File: src/rtl/core/mre_pkg.sv
// Package for the Modbus RTU master engine: state and command types,
// protocol codes, CRC-16 byte update. No dependencies.
`timescale 1ns / 1ps
`default_nettype none
package mre_pkg;

  localparam int STORE_DEPTH_DEF  = 256;
  localparam int DEVICE_COUNT_DEF = 15;
  localparam int STATUS_BASE_DEF  = 240;
  localparam int RX_DEPTH_DEF     = 256;

  localparam logic [2:0] MODE_RD_REQ   = 3'd0;
  localparam logic [2:0] MODE_WR_REQ   = 3'd1;
  localparam logic [2:0] MODE_RX_BYTE  = 3'd2;
  localparam logic [2:0] MODE_RX_END   = 3'd3;
  localparam logic [2:0] MODE_STORE_RD = 3'd4;

  localparam logic [7:0] FUNC_READ  = 8'h03;
  localparam logic [7:0] FUNC_WRITE = 8'h06;

  localparam logic [1:0] KIND_TX     = 2'd0;
  localparam logic [1:0] KIND_STATUS = 2'd1;
  localparam logic [1:0] KIND_STORE  = 2'd2;

  localparam logic [2:0] ST_OK        = 3'd0;
  localparam logic [2:0] ST_BAD_CRC   = 3'd1;
  localparam logic [2:0] ST_WRONG     = 3'd2;
  localparam logic [2:0] ST_UNASKED   = 3'd3;
  localparam logic [2:0] ST_NO_ANSWER = 3'd4;
  localparam logic [2:0] ST_WR_ECHO   = 3'd5;

  localparam logic [15:0] CRC_INIT = 16'hFFFF;
  localparam logic [15:0] CRC_POLY = 16'hA001;
  localparam logic [7:0]  BYTE_MASK = 8'hFF;

  typedef enum logic [3:0] {
    S_CLEAR, S_IDLE, S_REQ_CRC, S_REQ_TX, S_CHK_RD, S_CHK_USE, S_DEC,
    S_CP_RD, S_CP_USE, S_FIN, S_ST_TX
  } state_t;

  typedef struct packed {
    logic capture;
    logic req_arm;
    logic rx_push;
    logic clr_step;
    logic k_clr;
    logic k_inc;
    logic crc_req;
    logic emit_tx;
    logic rd_issue;
    logic chk_use;
    logic cp_start;
    logic cp_use;
    logic fin;
    logic emit_store;
  } cmd_t;

  typedef struct packed {
    logic clr_done;
    logic out_free;
    logic req_crc_last;
    logic tx_last;
    logic len_ok;
    logic chk_last;
    logic cp_last;
    logic copy_go;
  } sts_t;

  // reflected CRC-16, one byte, eight shift steps
  function automatic logic [15:0] crc16_byte(input logic [15:0] crc, input logic [7:0] b);
    logic [15:0] c;
    c = crc ^ {8'h00, b};
    for (int i = 0; i < 8; i++) begin
      c = c[0] ? ((c >> 1) ^ CRC_POLY) : (c >> 1);
    end
    return c;
  endfunction

endpackage
`default_nettype wire

File: src/rtl/core/mre_ctrl.sv
// Sequencer for the Modbus RTU master engine.
// Depends on mre_pkg; drives commands into mre_dp.
`timescale 1ns / 1ps
`default_nettype none
module mre_ctrl
  import mre_pkg::*;
(
  input  wire logic       clk,
  input  wire logic       rst_n,
  input  wire logic       in_valid,
  input  wire logic [2:0] in_mode,
  output logic            in_stall,
  input  wire sts_t       sts,
  output cmd_t            cmd
);

  state_t state_r, state_nxt;

  always_ff @(posedge clk) begin
    if (!rst_n) state_r <= S_CLEAR;
    else        state_r <= state_nxt;
  end

  always_comb begin
    state_nxt = state_r;
    cmd       = '0;
    in_stall  = (state_r != S_IDLE);
    case (state_r)
      S_CLEAR: begin
        cmd.clr_step = 1'b1;
        if (sts.clr_done) state_nxt = S_IDLE;
      end
      S_IDLE: begin
        if (in_valid) begin
          cmd.capture = 1'b1;
          cmd.k_clr   = 1'b1;
          case (in_mode)
            MODE_RD_REQ, MODE_WR_REQ: begin
              cmd.req_arm = 1'b1;
              state_nxt   = S_REQ_CRC;
            end
            MODE_RX_BYTE:  cmd.rx_push = 1'b1;
            MODE_RX_END:   state_nxt = sts.len_ok ? S_CHK_RD : S_FIN;
            MODE_STORE_RD: state_nxt = S_ST_TX;
            default: ;
          endcase
        end
      end
      S_REQ_CRC: begin
        cmd.crc_req = 1'b1;
        if (sts.req_crc_last) begin
          cmd.k_clr = 1'b1;
          state_nxt = S_REQ_TX;
        end else begin
          cmd.k_inc = 1'b1;
        end
      end
      S_REQ_TX: begin
        if (sts.out_free) begin
          cmd.emit_tx = 1'b1;
          cmd.k_inc   = 1'b1;
          if (sts.tx_last) state_nxt = S_IDLE;
        end
      end
      S_CHK_RD: begin
        cmd.rd_issue = 1'b1;
        state_nxt    = S_CHK_USE;
      end
      S_CHK_USE: begin
        cmd.chk_use = 1'b1;
        cmd.k_inc   = 1'b1;
        state_nxt   = sts.chk_last ? S_DEC : S_CHK_RD;
      end
      S_DEC: begin
        if (sts.copy_go) begin
          cmd.cp_start = 1'b1;
          state_nxt    = S_CP_RD;
        end else begin
          state_nxt = S_FIN;
        end
      end
      S_CP_RD: begin
        cmd.rd_issue = 1'b1;
        state_nxt    = S_CP_USE;
      end
      S_CP_USE: begin
        cmd.cp_use = 1'b1;
        cmd.k_inc  = 1'b1;
        state_nxt  = sts.cp_last ? S_FIN : S_CP_RD;
      end
      S_FIN: begin
        if (sts.out_free) begin
          cmd.fin   = 1'b1;
          state_nxt = S_IDLE;
        end
      end
      S_ST_TX: begin
        if (sts.out_free) begin
          cmd.emit_store = 1'b1;
          state_nxt      = S_IDLE;
        end
      end
      default: state_nxt = S_CLEAR;
    endcase
  end

endmodule
`default_nettype wire

File: config.mk
export PLATFORM = sky130hd
export DESIGN_NAME = mre_ctrl
export DESIGN_NICKNAME = d
export VERILOG_FILES = /design/src/rtl/core/mre_pkg.sv /design/src/rtl/core/mre_ctrl.sv
export SDC_FILE = /design/constraint.sdc
export NUM_CORES = 1
export LEC_CHECK = 0
export ABC_AREA = 0
export BUFFER_PORTS_ARGS = -buffer_cell sky130_fd_sc_hd__buf_2
export CAP_MARGIN = 40
export CORE_AREA = 5 5 42 44
export CTS_BUF_LIST = sky130_fd_sc_hd__clkbuf_16
export CTS_CLUSTER_DIAMETER = 40
export DETAILED_ROUTE_END_ITERATION = 10
export DIE_AREA = 0 0 47 49
export PLACE_DENSITY = 0.74
export SYNTH_ARGS = -nofsm -noshare
export SYNTH_HDL_FRONTEND = slang
export SYNTH_SLANG_ARGS = --single-unit
File: constraint.sdc
create_clock -name clk -period 2.34 [get_ports clk]
set_clock_uncertainty 0.2 [all_clocks]
set_input_delay 0.351 -clock clk [delete_from_list [all_inputs] [get_ports clk]]
set_output_delay 0.351 -clock clk [all_outputs]
set_load 0.01 [all_outputs]
# Word-level counts from Yosys, hierarchy flattened

Cells that the tools add are included.

Bits in registers: 4
Bits of input ports: 14
Output and inout bits: 15
Logic and storage cells: 62

Equal/unequal tests: 22
Multiplexer cells: 32
Reduce and logical (&&, ||, !) cells: 7

Operator list:

| operator                                      | number |
|---|---|
| case mux 4 bit (10 select lines)              | 1 |
| 2-to-1 mux 4 bit                              | 9 |
| == test 4 x 3 -> 1 bit, second input constant | 4 |
| 2-to-1 mux 1 bit                              | 16 |
| == test 4 bit, second input constant          | 3 |
| case mux 4 bit (3 select lines)               | 1 |
| != test 2 bit, second input constant          | 5 |
| == test 4 x 2 -> 1 bit, second input constant | 2 |
| != test 4 x 1 -> 1 bit, second input constant | 2 |
| OR reduction 2 bit                            | 4 |
| AND reduction 7 bit                           | 1 |
| == test 3 x 2 -> 1 bit, second input constant | 2 |
| 2-to-1 mux 3 bit                              | 2 |
| == test 4 x 1 -> 1 bit, second input constant | 1 |
| zero test 4 bit                               | 1 |
| == test 3 x 1 -> 1 bit, second input constant | 1 |
| == test 3 bit, second input constant          | 1 |
| zero test 3 bit                               | 1 |
| case mux 1 bit (3 select lines)               | 1 |
| 2-to-1 mux 2 bit                              | 1 |
| != test 2 x 1 -> 1 bit, second input constant | 1 |
| case mux 1 bit (2 select lines)               | 1 |

# Depth between registers and ports, before layout

Word-level depth: 5
Depth in mapped cells: 7
Mapped depth without buffers: 6

# Least setup slack after synthesis

OpenSTA, ideal clock, no wires.

Path type: reg2out
Start: register state_r[3]
End: output cmd[8] in the netlist's numbering
Arrival time: 1.404 ns
Required time: 1.789 ns
Path slack: 0.385 ns
Stages on the path, launching flop included: 5
Path buffers: 2
Cell sequence: dfxtp_1 > buf_4 > buf_2 > nor4b_1 > o21bai_1

RTL lines:

| element                | RTL line       | text |
|---|---|---|
| start, declared        | mre_ctrl.sv:17 | `state_t state_r, state_nxt;` |
| start signal, assigned | mre_ctrl.sv:21 | `else state_r <= state_nxt;` |
| end, declared          | mre_ctrl.sv:14 | `output cmd_t cmd` |

==> results.ini <==
[outcome]
outcome = complete, no violations

[cts]
clockRootBuffer = sky130_fd_sc_hd__clkbuf_16
clock_latency_ns = 0.22
clkTransAtPathRegs_ns = 0.03
clock_tree.buffer_depth = 2
cts.repair_timing.setup_buffer_count = 0
tritoncts.num_buffers = 3
tritoncts_sink_count = 4
hold_buffers = 0
htree_levels = 1
cts_tree = yes

[flow_run]
max-cap-violations = 0

[placement]
gp_congestion = 0.8385
dp.final_hpwl_um = 1213
place_area_um2 = 685.7
buffer_ports.inserted = 28
place_inst = 123

[synthesis]
netlist.area_leader.share_pct = 14.61
postSynthNetCount = 97
yosys_warnings = 0
asyncSetResetFlopFracSynth_pct = 0
synth_area_um2 = 548.0
post_synth_top_flop = sky130_fd_sc_hd__dfxtp_1
synthMostInstantiatedCell = sky130_fd_sc_hd__nor2_1
syn_inst = 83
synthDominantAreaCellType = sky130_fd_sc_hd__dfxtp_1
synth.yosys.seq_area_share_pct = 14.61
edff_count_synth = 0
postSynthRegisterBits = 4
synthesized_area_per_cell_um2 = 6.603
synth_cell_types = 31
netlist_top_cells_area = sky130_fd_sc_hd__dfxtp_1 15%, sky130_fd_sc_hd__nor2_1 7.5%, sky130_fd_sc_hd__nor3_1 7.3%
top_cell_types_by_occurrence_after_synthesis = 11 x sky130_fd_sc_hd__nor2_1, 8 x sky130_fd_sc_hd__nor3_1, 6 x sky130_fd_sc_hd__a21oi_1, 6 x sky130_fd_sc_hd__nand2_1, 5 x sky130_fd_sc_hd__nand3_1

[sta]
final_min_period_over_clock_period_pct = 92.78
rsz0062_at_grt = false
fmax_ghz = 0.4606
final_hold_viol_count = 0
slew_viol_final = 0
timing_worst_slew_pin_value_ns = 0.5334
final.min_clock_period_ns = 2.171
setup_viol = 0
slew_headroom_pct = 64.39
setup_total_negative_slack_ns = 0
smallest_hold_slack_ns = 0.2206

[setup_path]
end_of_the_worst_register_to_register_path = state_r[1]$_SDFFE_PN0P_
rr_startpoint = state_r[3]$_SDFFE_PN0P_
setup.worst_path.end_class = output pin
crit_path_start_kind = register
rrSetupSlack_ns = 0.25
cp_slowest_stage_delay_ns = 0.64
rr_worst_depth = 5
critical_path_peak_fanout = 16
worstPathCellList = nor4b_1 > o21bai_1 > buf_2
worst-setup-path-type = reg -> out
critical_path.slowest_cell = sky130_fd_sc_hd__dfxtp_1
critical_path_required_ns = 1.79
worstPathArrival_ns = 1.62

[pwr]
p_leak_uw = 0.0003623
vdd_drop_max_uv = 558.0
power_density_over_cell_area_nw_per_um2 = 937.0

[floorplan]
fp.dieW_um = 47
rows = 14
top_level_ports = 29
core_area_um2 = 1401
overall_die_area_um2 = 2303
die_y_um = 49
initial_core_util_pct = 39.11

[global_routing]
grt_max_degree = 17
antenna_found_initial = 0
first_global_vias = 656
groute.usage.overall_pct = 15.13
global_route.overflow_total = 0
first_pass_grt_wire_length_um = 2649

[layout]
top_register = state_r
fin_nets = 126
drive_gt1_share_pct = 32.73
finalNonFillerCells = 126
finalInstanceArea_um2 = 762.0
antennaDiodeCount = 0
layout-area-overhead-vs-synth_pct = 39.04
largestRegisters = state_r x4
largest_reg_flops = 4

[drt]
drt_pass1_iterations = 4
via_count = 721
routed_wirelength_um = 1677
post-route-drc-count = 0
detailedRoute.firstIterationViolations = 17
final_antenna_violating_net_count = 0
route.detailed.vias_per_inst = 5.722
wire_per_inst_um = 13.31

[hold_path]
hp-start = rst_n
worst_hold_path.endpoint = state_r[3]$_SDFFE_PN0P_
hold_path_class = in -> reg
hold_path_depth = 3

-- worst max path at each step --
| stage | start | to | slack [ns] |
|---|---|---|---|
| floorplan | state_r[3]$_SDFFE_PN0P_ | cmd[8] | 0.38 |
| global placement | state_r[1]$_SDFFE_PN0P_ | state_r[1]$_SDFFE_PN0P_ | 0.36 |
| detailed placement | state_r[1]$_SDFFE_PN0P_ | state_r[0]$_SDFFE_PN0P_ | 0.30 |
| CTS | state_r[1]$_SDFFE_PN0P_ | cmd[11] | 0.09 |
| global route | state_r[3]$_SDFFE_PN0P_ | cmd[8] | 0.03 |
| finish | state_r[3]$_SDFFE_PN0P_ | cmd[8] | 0.17 |
-- metal layers --
metal | global-route usage [%] | part of all wire (%) | up-vias
met2 | 25.34 | 51 | 31
met1 | 18.20 | 38 | 325
met4 | 6.452 | 0.54 | 0
li1 | - | - | 363
met3 | 2.214 | 9.5 | 2
met5 | 0 | 0 | -
-- layout make-up --
class | count | area (um2)
flip-flops and latches | 4 | 81.33
repair buffers | 30 | 155.1
multi-input cells | 69 | 415.4
well taps | 16 | 20.02
clock buffers | 3 | 75.07
fillers | 144 | 639.4
inverters | 4 | 15.01
-- report_power, final --
group          switching [uW]  internal [uW]  leakage (uW)
clock                    48.9            218     0.0000370
combinational             173            145      0.000292
sequential               43.9           85.0     0.0000330
total                     266            448      0.000362
-- stage by stage --
stage	total power, uW	setup slack (ns)	util, %
2_1_floorplan	346.2	0.3849	-
5_1_grt	760.7	0.03166	54.37
3_5_place_dp	436.3	0.3013	48.93
6_report	714.0	0.1689	54.37
4_1_cts	711.9	0.09149	54.29
3_3_place_gp	432.3	0.3579	48.93
-- timing repair --
item | CTS | global route
endpoints found under the hold margin | 0 | 0
resized for setup | 0 | 1
setup endpoints to repair | 0 | 1
-- cell usage in the layout (no fill, tap or decap) --
| cell type | instances |
|---|---|
| sky130_fd_sc_hd__or3_4 | 1 |
| sky130_fd_sc_hd__buf_2 | 28 |
| sky130_fd_sc_hd__o211ai_1 | 2 |
| sky130_fd_sc_hd__a211oi_1 | 1 |
| sky130_fd_sc_hd__nor4bb_1 | 2 |
| sky130_fd_sc_hd__xor2_1 | 1 |
| sky130_fd_sc_hd__clkbuf_16 | 3 |
| sky130_fd_sc_hd__a21oi_1 | 6 |
| sky130_fd_sc_hd__nand3b_1 | 1 |
| sky130_fd_sc_hd__dfxtp_1 | 3 |
| sky130_fd_sc_hd__nand3_1 | 5 |
| sky130_fd_sc_hd__o31ai_1 | 2 |
| sky130_fd_sc_hd__nor2b_1 | 2 |
| sky130_fd_sc_hd__nand2b_1 | 2 |
| sky130_fd_sc_hd__a31oi_1 | 2 |
| sky130_fd_sc_hd__nand2b_4 | 1 |
| sky130_fd_sc_hd__nand2_1 | 6 |
| sky130_fd_sc_hd__a32oi_1 | 1 |
| sky130_fd_sc_hd__and4b_1 | 1 |
| sky130_fd_sc_hd__nor4b_1 | 3 |
| sky130_fd_sc_hd__nor3_1 | 8 |
| sky130_fd_sc_hd__o21bai_1 | 1 |
| sky130_fd_sc_hd__buf_4 | 2 |
| sky130_fd_sc_hd__mux2i_1 | 2 |
| sky130_fd_sc_hd__and3_1 | 2 |
| sky130_fd_sc_hd__dfxtp_2 | 1 |
| sky130_fd_sc_hd__inv_1 | 4 |
| sky130_fd_sc_hd__or3_1 | 1 |
| sky130_fd_sc_hd__o21ai_0 | 4 |
| sky130_fd_sc_hd__nor2_1 | 11 |
| sky130_fd_sc_hd__o32ai_1 | 1 |
-- worst max-delay path, delay by kind of cell, from the launching register on --
family | cells | cell delay [ns]
AOI/OAI and AO/OA | 1 | 0.17
buffers and inverters | 1 | 0.14
DFF | 1 | 0.64
and+or+nand+nor | 1 | 0.44
-- kinds of logic (layout without fill, tap and decap cells) --
| logic type | Yosys count | after routing | share of synthesized area (%) |
|---|---|---|---|
| mux | 2 | 2 | 3.653 |
| simple gates | 46 | 46 | 47.72 |
| buf+inv | 10 | 37 | 9.587 |
| flops | 4 | 4 | 14.61 |
| compound gates | 20 | 20 | 22.83 |
| xor+xnor | 1 | 1 | 1.598 |
Note: power is estimated with default switching activity, not from simulation.
